--- config.mk ---
export PLATFORM = sky130hd
export DESIGN_NAME = bsc_pres_back
export DESIGN_NICKNAME = d
export VERILOG_FILES = /design/src/rtl/bsc_pkg.sv /design/src/rtl/bsc_pres_back.sv
export SDC_FILE = /design/constraint.sdc
export NUM_CORES = 2
export LEC_CHECK = 0
export BUFFER_PORTS_ARGS = -buffer_cell sky130_fd_sc_hd__clkbuf_2
export CORE_ASPECT_RATIO = 0.75
export CORE_UTILIZATION = 35
export DETAILED_ROUTE_END_ITERATION = 12
export PLACE_DENSITY = 0.56
export SETUP_SLACK_MARGIN = 0.3
export SLEW_MARGIN = 20
export SYNTH_ARGS = -nofsm -noshare
export SYNTH_HDL_FRONTEND = slang
export SYNTH_SLANG_ARGS = --single-unit
--- constraint.sdc ---
create_clock -name clk -period 2.7 [get_ports clk]
set_input_delay 0.54 -clock clk [delete_from_list [all_inputs] [get_ports clk]]
set_output_delay 0.54 -clock clk [all_outputs]
set_load 0.1 [all_outputs]
--- src/rtl/bsc_pkg.sv ---
// shared types and constants for the barometric compensation pipeline
// no dependencies; imported by every module of the block
`default_nettype none

package bsc_pkg;

	// field widths
	localparam int unsigned RAW_W   = 24;
	localparam int unsigned CAL_W   = 16;
	localparam int unsigned IDX_W   = 3;
	localparam int unsigned TOUT_W  = 15;
	localparam int unsigned POUT_W  = 17;

	// internal widths
	localparam int unsigned DT_W    = 25;
	localparam int unsigned TEMP_W  = 20;
	localparam int unsigned OFF_W   = 42;
	localparam int unsigned SENS_W  = 41;
	localparam int unsigned P_W     = 29;

	// register indexes of the calibration port
	typedef enum logic [IDX_W-1:0] {
		CFG_C1 = 3'd0,
		CFG_C2 = 3'd1,
		CFG_C3 = 3'd2,
		CFG_C4 = 3'd3,
		CFG_C5 = 3'd4,
		CFG_C6 = 3'd5
	} cfg_idx_t;

	// compensation constants
	localparam logic signed [18:0] TEMP_REF  = 19'sd2000;
	localparam logic signed [18:0] TEMP_VLOW = -19'sd1500;

	// output limits
	localparam logic signed [TEMP_W-1:0] TEMP_MIN = -20'sd4000;
	localparam logic signed [TEMP_W-1:0] TEMP_MAX = 20'sd8500;
	localparam logic signed [P_W-1:0]    PRES_MIN = 29'sd1000;
	localparam logic signed [P_W-1:0]    PRES_MAX = 29'sd120000;

	// cycles from an accepted start to the result strobe edge
	localparam int unsigned PIPE_DEPTH = 10;

	// calibration words C1..C6
	typedef struct packed {
		logic [CAL_W-1:0] c1;
		logic [CAL_W-1:0] c2;
		logic [CAL_W-1:0] c3;
		logic [CAL_W-1:0] c4;
		logic [CAL_W-1:0] c5;
		logic [CAL_W-1:0] c6;
	} cal_t;

	// corrected terms handed from the front pipeline to the pressure stages
	typedef struct packed {
		logic                     valid;
		logic [RAW_W-1:0]         d1;
		logic signed [TEMP_W-1:0] temp;
		logic signed [OFF_W-1:0]  off;
		logic signed [SENS_W-1:0] sens;
	} comp_t;

endpackage

`default_nettype wire

--- src/rtl/bsc_pres_back.sv ---
// stages 7 to 10: split D1 x SENS product, pressure scaling and output clamp
// depends on bsc_pkg
`default_nettype none

module bsc_pres_back
	import bsc_pkg::*;
(
	input  wire logic                     clk,
	input  wire logic                     arst_n,
	input  wire comp_t                    comp,
	output logic                          result_valid,
	output logic signed [TOUT_W-1:0]      temperature,
	output logic [POUT_W-1:0]             pressure,
	output logic                          out_of_range
);

	logic v_s7, v_s8, v_s9, v_s10;

	// stage 7: partial products
	logic [47:0]              lo_s7;
	logic signed [41:0]       hi_s7;
	logic signed [OFF_W-1:0]  off_s7;
	logic signed [TEMP_W-1:0] temp_s7;
	// stage 8: full 64-bit product
	logic signed [63:0]       prod_s8;
	logic signed [OFF_W-1:0]  off_s8;
	logic signed [TEMP_W-1:0] temp_s8;
	// stage 9: unclamped pressure
	logic signed [P_W-1:0]    p_s9;
	logic signed [TEMP_W-1:0] temp_s9;
	// stage 10: clamped outputs
	logic signed [TOUT_W-1:0] temp_s10;
	logic [POUT_W-1:0]        pres_s10;
	logic                     oor_s10;

	logic signed [43:0]       diff;
	logic signed [TEMP_W-1:0] temp_clamp;
	logic signed [P_W-1:0]    pres_clamp;
	logic                     temp_sat;
	logic                     pres_sat;

	always_comb begin
		diff = 44'(prod_s8 >>> 21) - 44'(off_s8);

		temp_clamp = temp_s9;
		temp_sat   = 1'b0;
		if (temp_s9 < TEMP_MIN) begin
			temp_clamp = TEMP_MIN;
			temp_sat   = 1'b1;
		end else if (temp_s9 > TEMP_MAX) begin
			temp_clamp = TEMP_MAX;
			temp_sat   = 1'b1;
		end

		pres_clamp = p_s9;
		pres_sat   = 1'b0;
		if (p_s9 < PRES_MIN) begin
			pres_clamp = PRES_MIN;
			pres_sat   = 1'b1;
		end else if (p_s9 > PRES_MAX) begin
			pres_clamp = PRES_MAX;
			pres_sat   = 1'b1;
		end
	end

	always_ff @(posedge clk or negedge arst_n) begin
		if (!arst_n) begin
			v_s7  <= 1'b0;
			v_s8  <= 1'b0;
			v_s9  <= 1'b0;
			v_s10 <= 1'b0;
		end else begin
			v_s7  <= comp.valid;
			v_s8  <= v_s7;
			v_s9  <= v_s8;
			v_s10 <= v_s9;
		end
	end

	always_ff @(posedge clk) begin
		// sens = hi * 2^24 + lo, hi signed, lo unsigned
		lo_s7   <= 48'(comp.d1) * 48'(comp.sens[23:0]);
		hi_s7   <= $signed({1'b0, comp.d1}) * $signed(comp.sens[40:24]);
		off_s7  <= comp.off;
		temp_s7 <= comp.temp;

		prod_s8 <= (64'(hi_s7) <<< 24) + $signed({16'd0, lo_s7});
		off_s8  <= off_s7;
		temp_s8 <= temp_s7;

		p_s9    <= $signed(diff[43:15]);
		temp_s9 <= temp_s8;

		temp_s10 <= temp_clamp[TOUT_W-1:0];
		pres_s10 <= pres_clamp[POUT_W-1:0];
		oor_s10  <= temp_sat | pres_sat;
	end

	assign result_valid = v_s10;
	assign temperature  = temp_s10;
	assign pressure     = pres_s10;
	assign out_of_range = oor_s10;

endmodule

`default_nettype wire

# --- Word-level counts from Yosys, hierarchy flattened ---
# Cells that the tools add are included.
word_totals:
  ff_bits: 362
  in_bits: 130
  romBits: 0
  mem_count: 0
  mem_bits_rw: 0
  latchBits: 0
classes:
  bitwise_logic: 1
  n_lt_le_gt_ge: 4
  n_eq_ne: 0
  mul: 2
  shift: 0
  n_reduce_logical: 2
  div: 0
  addsub: 2
  mux: 6
op_table:
  columns: ["operator", "n"]
  rows:
  - ["64-bit by 49-bit adder with 64-bit output", 1]
  - ["24-bit by 24-bit multiplier with 48-bit output", 1]
  - ["43-bit by 42-bit subtractor with 44-bit output", 1]
  - ["25-bit by 17-bit multiplier with 40-bit output", 1]
  - ["29-bit by 18-bit greater-than comparator with 1-bit output (second input constant)", 1]
  - ["29-bit by 11-bit < comparator with 1-bit output (second input constant)", 1]
  - ["20-bit by 15-bit greater-than comparator with 1-bit output (second input constant)", 1]
  - ["20-bit by 13-bit < comparator with 1-bit output (second input constant)", 1]
  - ["17-bit 2-to-1 mux", 1]
  - ["15-bit 2-to-1 mux", 1]
  - ["1-bit 2-to-1 mux", 4]
  - ["2-bit OR reduction", 2]
  - ["1-bit OR", 1]

# --- Longest topological paths before layout ---
depth:
  depth_word: 4
  ltp_mapped: 26
  mapped_depth_nobuf: 25

# --- Worst setup path after synthesis ---
# OpenSTA, ideal clock, no wires.
synth_timing:
  path_kind: "input to register"
  startpoint: "in comp[3] (netlist name)"
  endpoint: "reg lo_s7[47]"
  cell_stages: 26
  t_arrival_ns: 6.815
  setup_slack_ns: -4.242
  cell_sequence: "clkbuf_1 nand2_1 fa_1 inv_1 fa_1 inv_1 fa_1 inv_1 fa_1 inv_1 fa_1 inv_1 fa_1 inv_1 fa_1 inv_1 ha_1 a21oi_1 o211ai_1 nor4b_2 a22oi_1 o21ai_2 nor3_2 o41a_1 and4_1 or3_1"
synth_via:
  elab_chain_len: 1
synth_rtl:
  columns: ["element", "line", "text"]
  rows:
  - ["start: declaration", "bsc_pres_back.sv:10", "input wire comp_t comp,"]
  - ["24-bit by 24-bit multiplier with 48-bit output", "bsc_pres_back.sv:82", "lo_s7 <= 48'(comp.d1) * 48'(comp.sens[23:0]);"]
  - ["end signal: assignment", "bsc_pres_back.sv:82", null]
  - ["end: declaration", "bsc_pres_back.sv:20", "logic [47:0] lo_s7;"]
# Every way passes these cells.
# A chain may end at the register's enable or synchronous reset.

# --- Final worst setup path ---
layout_timing:
  startpoint: "in comp[115] (netlist name)"
  endpoint: "reg lo_s7[47]"
# The elaborated chain is that of the path after synthesis.

==> results.yml <==
worst_setup_path:
  worst-setup-path-type: "input port to flop"
  worstPathRequired_ns: 3.16
  cp_data_arrival_time_ns: 6.84
  worstPathMaxFanout: 7
  slowest_stage: "fa_1"
  cp_top_family: "adder cells"
  cp.buffers_inverters: 8
  start_kind: "input port"
  ff2ff_setup_slack_ns: -0.20
  crit_top_cell: "fa_1"
  crit_path_end_kind: "flop"
  crit_path_max_incr_delay_ns: 0.54
outcome:
  status: "complete, but fails checks"
  violations: "negative setup slack"
synth:
  synth_edf_count: 0
  syn_inst: 4440
  synth_nets: 5748
  synth_top_area_share_pct: 39.15
  synth_area_leaders: "fa_1 (39%), dfxtp_1 (15%), ha_1 (11%)"
  ys_ff_latch: 320
  ys_seq_area_share_pct: 15.50
  synthArstFlopShare_pct: 1.250
  ys_types: 72
  yosys.area.top_type: "fa_1"
  avgSynthCellArea_um2: 9.341
  synth_area_um2: 41470
  synth_warnings: 0
  yosys_most_used_dff: "dfxtp_1"
placed_design:
  hpwl_mm: 94.79
  numPortBuffers: 163
  place_congestion: 0.8728
final_layout:
  nets: 6382
  drive_gt1_share_pct: 24.71
  fillerInstances: 11040
  syn_to_final_growth_pct: 29.03
  final_core_util_pct: 45.89
timing:
  post-route-period-util_pct: 236.2
  hold_slack_ns: 0.05366
  worst_slack_ns: -3.677
  hold_violations: 0
  slew-limit-headroom_pct: 57.37
  finalCriticalPeriod_ns: 6.377
  skew_ns: 0.04800
  finalSetupViolCount: 72
  fmax_mhz: 156.8
  tns_ns: -184.86
  final-max-slew-violation-count: 0
  tightest_slew_ns: 0.6341
  grt_setup_unrepaired: "true"
clocking:
  clock_sinks: 320
  clk_latency_ns: 0.59
  cts_buffers: 38
  htreeDepth: 2
  clock_tree.buffer_depth: 3
  cts_tree: "built"
  clockRootBuffer: "clkbuf_16"
  clkSlewWorstSetupHoldPaths_ns: 0.06
floorplanning:
  num_rows: 108
  die_w_um: 399.5
  core-area_um2: 116600
  ios: 164
  die_area_um2: 119900
  fp.dieH_um: 300.1
  initial_core_util_pct: 35.56
global_routing:
  grt-ovfl-total: 0
  grt_pass1_vias: 33630
  grt_antenna_before_repair: 9
  grt_pass1_wl_mm: 187.8
  grt_use_total_pct: 20.17
  grt_max_degree: 30
drt:
  ant_nets: 0
  wl_mm: 118.1
  vias: 31300
  wire_per_inst_um: 17.76
  drtPass1Iterations: 7
  drtIter0Drc: 1748
  vias_per_cell: 4.708
  drc: 0
flow_run:
  maxCapViolCount: 0
hold_path:
  hold_class: "input port to flop"
==> path summary, 6_finish.rpt <==
path / from / end / cells past startpoint
setup / recovery: comp[115] / lo_s7[47] / 26
hold / removal: comp[93] / temp_s7[10] / 1
setup reg to reg: off_s8[2] / p_s9[27] / 12
hold reg to reg: off_s7[3] / off_s8[3] / 0
max in group asynchronous: arst_n / v_s8 / 2
min in group asynchronous: arst_n / result_valid / 2
==> repair_timing <==
item / 4_1_cts / 5_1_grt
setup buffers: 64 / 42
setup endpoints to repair: 118 / 127
pin swaps: 123 / 163
hold buffers: 1 / 0
endpoints found under the hold margin: 4 / 0
cloned: 12 / 3
gates resized for setup: 295 / 278
==> layout by cell type (no fill, tap or decap), drive strengths merged, types with 5 or more instances in the layout <==
cell / netlist / final
inv: 992 / 995
fa: 811 / 811
buf: 2 / 630
nand2: 588 / 588
and2: 447 / 447
ha: 367 / 367
dfxtp: 316 / 316
clkbuf: 186 / 201
a21oi: 118 / 118
xnor2: 91 / 91
nor2: 66 / 66
o21ai: 59 / 59
a21o: 57 / 57
nand3: 41 / 41
xor2: 37 / 37
nand2b: 36 / 36
nor3: 24 / 24
nand4: 19 / 19
and3: 18 / 18
a211oi: 13 / 13
a31oi: 13 / 13
o21a: 12 / 12
o31ai: 11 / 11
o21bai: 10 / 10
nor2b: 9 / 9
or3: 9 / 9
clkinv: 0 / 8
o211ai: 7 / 7
nor4: 7 / 7
diode: 0 / 5
a21boi: 5 / 5
and4: 5 / 5
a41oi: 5 / 5
==> metal layers <==
| metal | routed length [µm] | vias up | track usage, % |
|---|---|---|---|
| li1 | - | 14550 | - |
| met1 | 55800 | 15760 | 29.62 |
| met2 | 49770 | 871 | 29.65 |
| met3 | 10210 | 115 | 5.506 |
| met4 | 2281 | 4 | 3.835 |
| met5 | 33 | - | 0 |
==> cell usage after synthesis, types with 4 or more instances <==
cell type	instances
nor2b_1	9
dfxtp_1	316
o21ai_0	54
o31ai_1	10
a21boi_0	5
xnor2_1	91
or3_1	9
nor2_1	66
o21bai_1	10
fa_1	811
nand4_1	19
inv_1	992
a21oi_1	117
nand3_1	41
o211ai_1	7
o21a_1	12
ha_1	367
and2_1	447
a211oi_1	12
nor3_1	22
or2_2	4
o21ai_1	4
a41oi_1	4
o31a_1	4
a21o_1	57
a211o_1	4
and3_1	18
dfrtp_1	4
clkbuf_1	186
nand2_1	588
and4_1	5
nor4_1	6
a31oi_1	13
nand2b_1	36
xor2_1	37
==> worst reg2reg max path, cell delays in order (launching register included) <==
cell      delay, ns
dfxtp_2        0.33
inv_4          0.05
ha_4           0.21
a21o_1         0.18
a31oi_4        0.28
o22ai_4        0.17
o22ai_2        0.26
nand4b_1       0.28
a211oi_2       0.31
buf_4          0.20
o21ai_4        0.09
o41ai_4        0.33
xnor2_1        0.11
==> per-stage QoR <==
stage / cell area, µm² / setup slack, ns / std cells
2_1_floorplan: 43030 / -3.928 / 4440
3_3_place_gp: 48490 / -4.511 / 6452
3_5_place_dp: 48490 / -4.594 / 6452
4_1_cts: 51970 / -3.623 / 6598
5_1_grt: 53500 / -3.891 / 6643
6_report: 53510 / -3.677 / 6648
==> cell type report <==
class	instances	area [µm²]	area share, %
multi-input cells	2940	32910	61.51
clock inverters	17	217.7	0.4068
repair buffers	782	7188	13.43
clock buffers	52	1095	2.046
well taps	1540	1927	3.601
inverters	992	3726	6.963
diodes	5	12.51	0.02338
flip-flops and latches	320	6432	12.02
==> cells by family after synthesis <==
kind of cell / synth area share (%)
xor+xnor: 2.703
simple gates: 15.36
mux: 0.02414
fa+ha+maj: 50.22
buf+inv: 10.68
compound gates: 5.512
flops: 15.50
==> registers in the layout (all words and copies together) (netlist names) <==
name and flops:
hi_s7 40, lo_s7 27, off_s7 42, off_s8 42, out_of_range 1, p_s9 29
pressure 17, prod_s8 43, result_valid 1, temp_s7 20, temp_s8 20, temp_s9 20
temperature 15, v_s7 1, v_s8 1, v_s9 1
Power is not shown: default switching activity piles up to over one toggle a cycle in this logic, so the estimate is an artifact.
