`src/rtl/bsc_pkg.sv`:
```
// shared types and constants for the barometric compensation pipeline
// no dependencies; imported by every module of the block
`default_nettype none

package bsc_pkg;

	// field widths
	localparam int unsigned RAW_W   = 24;
	localparam int unsigned CAL_W   = 16;
	localparam int unsigned IDX_W   = 3;
	localparam int unsigned TOUT_W  = 15;
	localparam int unsigned POUT_W  = 17;

	// internal widths
	localparam int unsigned DT_W    = 25;
	localparam int unsigned TEMP_W  = 20;
	localparam int unsigned OFF_W   = 42;
	localparam int unsigned SENS_W  = 41;
	localparam int unsigned P_W     = 29;

	// register indexes of the calibration port
	typedef enum logic [IDX_W-1:0] {
		CFG_C1 = 3'd0,
		CFG_C2 = 3'd1,
		CFG_C3 = 3'd2,
		CFG_C4 = 3'd3,
		CFG_C5 = 3'd4,
		CFG_C6 = 3'd5
	} cfg_idx_t;

	// compensation constants
	localparam logic signed [18:0] TEMP_REF  = 19'sd2000;
	localparam logic signed [18:0] TEMP_VLOW = -19'sd1500;

	// output limits
	localparam logic signed [TEMP_W-1:0] TEMP_MIN = -20'sd4000;
	localparam logic signed [TEMP_W-1:0] TEMP_MAX = 20'sd8500;
	localparam logic signed [P_W-1:0]    PRES_MIN = 29'sd1000;
	localparam logic signed [P_W-1:0]    PRES_MAX = 29'sd120000;

	// cycles from an accepted start to the result strobe edge
	localparam int unsigned PIPE_DEPTH = 10;

	// calibration words C1..C6
	typedef struct packed {
		logic [CAL_W-1:0] c1;
		logic [CAL_W-1:0] c2;
		logic [CAL_W-1:0] c3;
		logic [CAL_W-1:0] c4;
		logic [CAL_W-1:0] c5;
		logic [CAL_W-1:0] c6;
	} cal_t;

	// corrected terms handed from the front pipeline to the pressure stages
	typedef struct packed {
		logic                     valid;
		logic [RAW_W-1:0]         d1;
		logic signed [TEMP_W-1:0] temp;
		logic signed [OFF_W-1:0]  off;
		logic signed [SENS_W-1:0] sens;
	} comp_t;

endpackage

`default_nettype wire

```
`src/rtl/bsc_cal_regs.sv`:
```
// calibration register file, six 16-bit words written through the config channel
// depends on bsc_pkg
`default_nettype none

module bsc_cal_regs
	import bsc_pkg::*;
(
	input  wire logic             clk,
	input  wire logic             arst_n,
	input  wire logic             wr_en,
	input  wire logic [IDX_W-1:0] wr_index,
	input  wire logic [CAL_W-1:0] wr_data,
	output cal_t                  cal
);

	cal_t cal_q;

	always_ff @(posedge clk or negedge arst_n) begin
		if (!arst_n) begin
			cal_q <= '0;
		end else if (wr_en) begin
			unique case (cfg_idx_t'(wr_index))
				CFG_C1: begin
					cal_q.c1 <= wr_data;
				end
				CFG_C2: begin
					cal_q.c2 <= wr_data;
				end
				CFG_C3: begin
					cal_q.c3 <= wr_data;
				end
				CFG_C4: begin
					cal_q.c4 <= wr_data;
				end
				CFG_C5: begin
					cal_q.c5 <= wr_data;
				end
				CFG_C6: begin
					cal_q.c6 <= wr_data;
				end
				default: begin
					// unused index, write dropped
				end
			endcase
		end
	end

	assign cal = cal_q;

endmodule

`default_nettype wire

```
`config.mk`:
```
export PLATFORM = sky130hd
export DESIGN_NAME = bsc_cal_regs
export DESIGN_NICKNAME = d
export VERILOG_FILES = /design/src/rtl/bsc_pkg.sv /design/src/rtl/bsc_cal_regs.sv
export SDC_FILE = /design/constraint.sdc
export NUM_CORES = 1
export LEC_CHECK = 0
export ABC_CLOCK_PERIOD_IN_PS = 1400
export BUFFER_PORTS_ARGS = -buffer_cell sky130_fd_sc_hd__buf_2
export CORE_ASPECT_RATIO = 1.4
export CORE_MARGIN = 2
export CORE_UTILIZATION = 40
export DETAILED_ROUTE_END_ITERATION = 16
export PLACE_DENSITY = 0.65
export REMOVE_ABC_BUFFERS = 1
export SYNTH_ARGS = -nofsm -noshare
export SYNTH_HDL_FRONTEND = slang
export SYNTH_SLANG_ARGS = --single-unit
```
`constraint.sdc`:
```
create_clock -name clk -period 1.4 [get_ports clk]
set_input_delay 0.28 -clock clk [delete_from_list [all_inputs] [get_ports clk]]
set_output_delay 0.28 -clock clk [all_outputs]
set_load 0.02 [all_outputs]
```
## Word-level counts from Yosys, hierarchy flattened

Cells that the tools add are included.

| word-level totals | value |
|---|---|
| output and inout port bits | 96 |
| bits in registers | 96 |

| cells by class | value |
|---|---|
| reductions and logical operators | 7 |
| eq/ne operators | 5 |

Operators by type and width:

| kind | number |
|---|---|
| AND reduction 2 bit | 6 |
| equality test 3 x 2 -> 1 bit, second input constant | 2 |
| equality test 3 bit, second input constant | 2 |
| equality test 3 x 1 -> 1 bit, second input constant | 1 |
| logical NOT 3 bit | 1 |

## Longest topological paths before layout

Gate-level depths: netlist (run 1).

| logic depth | value |
|---|---|
| word-level depth | 2 |
| gate-level depth with buffers | 5 |

## Worst setup path after synthesis (run 1)

OpenSTA, ideal clock, no wires.

| path | value |
|---|---|
| path kind | input-to-reg |
| start point | in wr_index[0] |
| end point | reg cal_q, in the netlist cal[80] |
| library setup time | 125 ps |
| stages | 4 |
| arrival | 1343 ps |
| path slack | -68 ps |
| buffers on the path | 2 |
| data required time | 1275 ps |
| cell sequence | buf_6 nor4b_4 buf_6 mux2_2 |

| on the way | value |
|---|---|
| cells in the longest elaborated chain, start to end | 2 |

RTL lines:

| item | line | RTL |
|---|---|---|
| from (decl) | bsc_cal_regs.sv:11 | `input wire logic [IDX_W-1:0] wr_index,` |
| logical NOT 3 bit | bsc_cal_regs.sv:22 | `unique case (cfg_idx_t'(wr_index))` |
| AND reduction 2 bit (no source line) | -- |  |
| to (decl) | bsc_cal_regs.sv:16 | `cal_t cal_q;` |

Every way passes these cells.
A chain may end at the register's enable or synchronous reset.

## Final worst setup path (run 1)

| path | value |
|---|---|
| start point | reg cal_q, in the netlist cal[59] |
| end point | out cal[59] (netlist name) |

RTL lines:

| item | line | RTL |
|---|---|---|
| to (decl) | bsc_cal_regs.sv:13 | `output cal_t cal` |

No word-level cell between the ends.

==> implementation parameters, run 1 <==
Parameter                              Value

Min path
  Endpoint of the worst hold-timing path    cal[4]$_DFFE_PN0P_
  Number of cells on the worst hold path    2
  Start point of the worst hold path    wr_data[4]
  Worst min-delay path class    in -> reg

Timing
  Total negative setup slack    0 ns
  Slew HR    83.01%
  Final min period    1.186 ns
  Worst hold slack after final layout    between 0.2 and 0.25 ns
  Final count of hold timing violations    0
  Worst Clk Skew    0 ns
  Final Max Tran Viols    0
  Minimum setup slack in the final design    between 0.2 and 0.25 ns
  Transition time at the pin with the least slew margin    0.2548 ns
  Final setup violation count    0
  Final period utilization    84.74%
  Setup repair after global routing missed its margin    false
  Highest clock frequency the design can meet    about 0.84 GHz

CTS
  Max H-tree Level    3
  Hold buffers post-CTS    1
  Root Buffer    sky130_fd_sc_hd__clkbuf_16
  Clock slew seen by the registers of the worst setup and hold paths    0.06 ns
  Setup Buffers After CTS    0
  CTS-repair resized insts    0
  Later-pin clock latency in the skew report    0.33 ns
  Buffer levels on the longest clock path    2
  Number of CTS-inserted buffers    9
  TritonCTS clock tree    yes
  # clock sinks    96

Setup path
  Crit path depth    1
  Crit end category    primary output
  Category of cells accounting for the largest share of critical-path delay    flip-flops
  Startpoint-to-endpoint class of the critical path    reg -> out
  Sum of buffers and inverters on the critical path    1
  Data required time at the worst endpoint    approximately 1.1 ns
  Peak per-stage delay on the critical path    0.40 ns
  Critical register-to-register path startpoint    cal[82]$_DFFE_PN0P_
  Critical path peak fanout    2
  Cell-by-cell trace of the critical path    buf_2
  Worst Path Arrival    0.91 ns
  Nature of the critical path startpoint    flop
  Slowest cell on the critical path    sky130_fd_sc_hd__dfrtp_1
  Setup slack of the worst register-to-register path    between 0.6 and 0.7 ns
  FF-to-FF End    cal[82]$_DFFE_PN0P_
  FF-to-FF path depth    1
  Worst Setup SP    cal[59]$_DFFE_PN0P_

Yosys
  Post-synthesis area per instance    ~18 um2
  Synthesized netlist cell count    208
  Post-synth design cell area    0.003679 mm2
  Unique masters post-synth    10
  Fraction of the yosys area taken by sequential cells    65.31%
  Yosys warning total    0
  Number of flip-flops and latches in the synthesized netlist    96

Global route
  Met2 layer usage reported by global route    28.17%
  Met1 Usage GRT    between 20 and 25%
  Global route hottest layer    met2
  Global-route met3 utilization    4.208%
  GR Overflow Total    0
  Overall fraction of global-route tracks in use    17.43%
  Antenna violations before repair    0
  Global-route wire length before repair    approximately 13000 um
  Pin count of the biggest net entering global routing    37
  Vias in the first global route    around 2400

Drt
  Count of TritonRoute iterations in the first routing pass    4
  First DRT Iteration DRCs    60
  Number of nets still failing antenna checks after routing    0
  Drc violations    0
  Vias/cell    4.912
  Avg WL per Cell    17.88 um
  Post-Route WL    8101 um
  Count of vias placed by the detailed router    around 2200

Place
  Port Buffer Count    117
  Routability congestion estimate from global placement    0.7185
  HPWL after detailed placement    about 5800 um
  Number of instances in the placed design    between 400 and 500
  Placed standard-cell area    0.004522 mm2
  Worst setup timing slack at the placement stage    -0.03737 ns

Floorplanning
  Area of the die    ~0.01 mm2
  X dimension of the die    85.05 um
  Core area    0.008977 mm2
  Die height    approximately 120 um
  Site Rows    41
  Effective utilization at floorplan    40.98%
  Number of top-level pins    118

Final layout
  Most common cell after layout, fill and taps aside    sky130_fd_sc_hd__buf_2
  Max reg flops    96
  Final instance area    0.004835 mm2
  Share of final-layout standard cells stronger than drive strength 1    70.81%
  Final-layout fill cell count    764
  Diodes inserted    0
  Synth-to-layout area growth    31.43%
  Number of nets at the end of the flow    approximately 360
  Top library cells by usage in the layout, fill and taps aside    sky130_fd_sc_hd__buf_2 (116), sky130_fd_sc_hd__dfrtp_1 (96), sky130_fd_sc_hd__mux2_2 (95), sky130_fd_sc_hd__clkbuf_16 (9), sky130_fd_sc_hd__buf_12 (9)
  Non-filler cells, final    about 450

Run
  Max-cap violation count    0

Pwr
  Static leakage    2.329 nW
  Max rail drop VDD    1258 uV
  Pwr dens    1751 mW/mm2

Outcome
  Run status    finished, final reports clean
## power breakdown
group          internal, mW  switching (mW)  total (mW)
clock network          1.55           0.974        2.52
logic                 0.935            1.32        2.26
registers              3.39           0.297        3.68
## layout make-up
cell class	count	area [um2]	area share (%)
Sequential cell	96	2402	49.69
Multi-Input combinational cell	102	1172	24.25
Timing Repair Buffer	133	823.3	17.03
Clock buffer	11	232.7	4.814
Tap cell	107	133.9	2.769
Clock inverter	4	70.07	1.449
## cell usage after synthesis
master | count | area [um2]
sky130_fd_sc_hd__and4bb_1 | 1 | 12.51
sky130_fd_sc_hd__dfrtp_1 | 96 | 2402
sky130_fd_sc_hd__mux2_2 | 95 | 1070
sky130_fd_sc_hd__buf_6 | 7 | 78.83
sky130_fd_sc_hd__mux2_1 | 1 | 11.26
sky130_fd_sc_hd__buf_8 | 1 | 15.01
sky130_fd_sc_hd__nor4b_4 | 1 | 23.77
sky130_fd_sc_hd__nand4b_2 | 2 | 30.03
sky130_fd_sc_hd__and4bb_2 | 2 | 25.02
sky130_fd_sc_hd__buf_2 | 2 | 10.01
## cell families (layout without fill, tap and decap cells)
logic type    count (synthesis)  count (layout)  share of synthesized area (%)
buf+inv                      10             148                          2.823
simple gates                  6               6                          2.483
mux                          96              96                          29.39
flops                        96              96                          65.31
## layer usage
layer | vias up | wire [um]
met1 | 1137 | 3388
met3 | 13 | 353
met4 | 0 | 177
li1 | 1015 | -
met5 | - | 0
met2 | 60 | 4182
## worst max-delay path by stage
stage,endpoint,slack (ns)
after floorplan,cal[80]$_DFFE_PN0P_,-0.09
after global placement,cal[59]$_DFFE_PN0P_,-0.02
after detailed placement,cal[19]$_DFFE_PN0P_,-0.04
after CTS,cal[59],0.19
after global routing,cal[59],0.18
final,cal[59],0.21
## through the flow
step                utilization (%)  power [mW]
floorplan                         -       5.060
global placement              50.37       5.979
detailed placement            50.37       6.029
CTS                           53.85       8.581
global route                  53.85       8.872
finish                        53.85       8.466
Power figures use the tool's default switching activity.
==> run 2, diff against run 1 <==
ABC_CLOCK_PERIOD_IN_PS = 1200   (was 1400)
clock period = 1.2 ns   (was 1.4 ns; I/O delays follow)
==> implementation parameters, run 2 (synthesis results as in run 1) <==
Parameter                              Value

Setup path
  Slowest cell on the critical path    sky130_fd_sc_hd__dfrtp_1 (unchanged)
  Worst Path Arrival    0.90 ns (was 0.91 ns)
  Peak per-stage delay on the critical path    0.40 ns (about the same)
  Cell-by-cell trace of the critical path    buf_2 (unchanged)
  Category of cells accounting for the largest share of critical-path delay    flip-flops (unchanged)
  Sum of buffers and inverters on the critical path    1 (unchanged)
  Startpoint-to-endpoint class of the critical path    reg -> out (unchanged)
  FF-to-FF End    cal[51]$_DFFE_PN0P_ (was cal[82]$_DFFE_PN0P_)
  Worst setup path endpoint    cal[59] (unchanged)
  FF-to-FF path depth    1 (unchanged)
  Crit path depth    1 (unchanged)
  Critical path peak fanout    2 (unchanged)
  Setup slack of the worst register-to-register path    0.42 ns (was 0.62 ns)
  Data required time at the worst endpoint    0.96 ns (was 1.12 ns)
  Critical register-to-register path startpoint    cal[51]$_DFFE_PN0P_ (was cal[82]$_DFFE_PN0P_)
  Worst Setup SP    cal[59]$_DFFE_PN0P_ (unchanged)
  Nature of the critical path startpoint    flop (unchanged)
  Crit end category    primary output (unchanged)

Drt
  Top routing layer in use    met4 (unchanged)
  First DRT Iteration DRCs    70 (was 60)
  Vias/cell    4.914 (was 4.912)
  Number of nets still failing antenna checks after routing    0 (unchanged)
  Count of TritonRoute iterations in the first routing pass    3 (was 4)
  DRT met1 WL    3380 um (was 3388 um)
  Met3 layer wire length in the routed design    317 um (was 353 um)
  Drc violations    0 (unchanged)
  Post-Route WL    8146 um (was 8101 um)
  Count of vias placed by the detailed router    2236 (was 2225)
  Avg WL per Cell    17.90 um (was 17.88 um)
  Met2 routed WL    4243 um (was 4182 um)

Timing
  Final Max Tran Viols    0 (unchanged)
  Final min period    approximately 1.1 ns
  Transition time at the pin with the least slew margin    0.3645 ns (was 0.2548 ns)
  Total negative setup slack    0 ns (unchanged)
  Slew HR    75.70% (was 83.01%)
  Final count of hold timing violations    0 (unchanged)
  Worst hold slack after final layout    0.2044 ns (was 0.2376 ns)
  Final setup violation count    0 (unchanged)
  Minimum setup slack in the final design    0.05693 ns (was 0.2137 ns)
  Worst Clk Skew    0 ns (unchanged)
  Setup repair after global routing missed its margin    false (unchanged)
  Final period utilization    between 90% and 100%
  Highest clock frequency the design can meet    0.8748 GHz

Final layout
  Synth-to-layout area growth    32.14% (was 31.43%)
  Top library cells by usage in the layout, fill and taps aside    sky130_fd_sc_hd__buf_2 (116), sky130_fd_sc_hd__dfrtp_1 (96), sky130_fd_sc_hd__mux2_2 (95), sky130_fd_sc_hd__buf_12 (10), sky130_fd_sc_hd__clkbuf_16 (9) (was sky130_fd_sc_hd__buf_2 (116), sky130_fd_sc_hd__dfrtp_1 (96), sky130_fd_sc_hd__mux2_2 (95), sky130_fd_sc_hd__clkbuf_16 (9), sky130_fd_sc_hd__buf_12 (9))
  Final-layout fill cell count    759 (was 764)
  Storage element area    0.002402 mm2 (unchanged)
  Most common cell after layout, fill and taps aside    sky130_fd_sc_hd__buf_2 (unchanged)
  Diodes inserted    0 (unchanged)
  Final design utilization    54.15% (was 53.85%)
  Final instance area    0.004861 mm2 (was 0.004835 mm2)
  Share of final-layout standard cells stronger than drive strength 1    71.26% (was 70.81%)
  Non-filler cells, final    455 (was 453)
  Max reg flops    96 (unchanged)
  Area of combinational cells with multiple inputs    0.001172 mm2 (unchanged)
  Number of nets at the end of the flow    365 (was 364)

Pwr
  Net Switching    3.054 mW (was 2.595 mW)
  Part of the total power dissipated in sequential elements    43.7% (was 43.5%)
  Combinational cell fraction of total power    26.9% (was 26.7%)
  Total internal power    6.773 mW (was 5.871 mW)
  Total power draw    9.827 mW (was 8.466 mW)
  Max rail drop VDD    1056 uV (was 1258 uV)
  Static leakage    2.331 nW (was 2.329 nW)
  Switching share of power    31.08% (was 30.66%)
  Pwr dens    2022 mW/mm2 (was 1751 mW/mm2)
  Clk pwr share    29.4% (was 29.8%)

Global route
  GR Overflow Total    0 (unchanged)
  Antenna violations before repair    0 (unchanged)
  Overall fraction of global-route tracks in use    17.40% (was 17.43%)
  Vias in the first global route    2356 (was 2386)
  Global-route wire length before repair    13200 um (was 13290 um)
  Pin count of the biggest net entering global routing    32 (was 37)

Place
  Placed standard-cell area    0.004542 mm2 (was 0.004522 mm2)
  Number of instances in the placed design    438 (was 437)
  HPWL after detailed placement    5968 um (was 5764 um)
  Routability congestion estimate from global placement    0.7236 (was 0.7185)
  Worst setup timing slack at the placement stage    -0.2117 ns (was -0.03737 ns)
  Port Buffer Count    117 (unchanged)

CTS
  TritonCTS clock tree    yes (unchanged)
  Clock slew seen by the registers of the worst setup and hold paths    0.07 ns (was 0.06 ns)
  Setup Buffers After CTS    0 (unchanged)
  Later-pin clock latency in the skew report    0.33 ns (about the same)
  Number of CTS-inserted buffers    9 (unchanged)
  Max H-tree Level    3 (unchanged)
  # clock sinks    96 (unchanged)
  Root Buffer    sky130_fd_sc_hd__clkbuf_16 (unchanged)
  Buffer levels on the longest clock path    2 (unchanged)

Run
  Max-cap violation count    0 (unchanged)

Floorplanning
  Area of the die    0.009990 mm2 (unchanged)
  X dimension of the die    85.05 um (unchanged)
  Effective utilization at floorplan    40.98% (unchanged)
  Die height    117.5 um (unchanged)
  Number of top-level pins    118 (unchanged)
  Core area    0.008977 mm2 (unchanged)
  Site Rows    41 (unchanged)

Min path
  Worst min-delay path class    in -> reg (unchanged)

Outcome
  Run status    finished, final reports clean (unchanged)
[run 2: cell types whose count changed in the layout (fill, tap and decap cells not counted)]
cell / delta
sky130_fd_sc_hd__clkbuf_8: +2
sky130_fd_sc_hd__clkinv_2: -2
sky130_fd_sc_hd__bufinv_16: -1
sky130_fd_sc_hd__clkbuf_1: -1
sky130_fd_sc_hd__buf_12: +1
sky130_fd_sc_hd__clkinvlp_4: +3
[run 2: cell type report]
type,count,area share (%)
Clock inverter,4,1.081
Tap cell,107,2.754
Multi-Input combinational cell,102,24.12
Timing Repair Buffer,134,17.35
Clock buffer,12,5.277
Sequential cell,96,49.42
[run 2: metal layers]
| metal | global-route usage (%) | vias up |
|---|---|---|
| li1 | - | 1016 |
| met1 | 22.48 | 1144 |
| met2 | 27.83 | 62 |
| met3 | 3.015 | 14 |
| met4 | 9.028 | 0 |
| met5 | 0 | - |
[run 2: timing repair]
item / 4_1_cts / 5_1_grt
endpoints found under the hold margin: 23 / 0
gates resized for setup: 0 / 0
hold buffers: 1 / 0
[run 2: worst min path at each step]
stage / from / end / slack, ns / depth (start not counted)
finish: wr_data[4] / cal[84]$_DFFE_PN0P_ / 0.20 / 2
global route: wr_data[1] / cal[33]$_DFFE_PN0P_ / 0.20 / 2
CTS: wr_data[2] / cal[82]$_DFFE_PN0P_ / 0.19 / 2
detailed placement: arst_n / cal[43]$_DFFE_PN0P_ / 0.18 / 1
global placement: arst_n / cal[43]$_DFFE_PN0P_ / 0.17 / 1
floorplan: arst_n / cal[0]$_DFFE_PN0P_ / -0.06 / 0
[run 2: power groups by stage]
stage               clock, mW  sequential [mW]  combinational [mW]
floorplan                   0             5.24               0.662
global placement            0             4.33                2.65
detailed placement          0             4.36                2.69
CTS                      2.96             4.31                2.70
global route             3.12             4.39                2.81
finish                   2.89             4.29                2.65
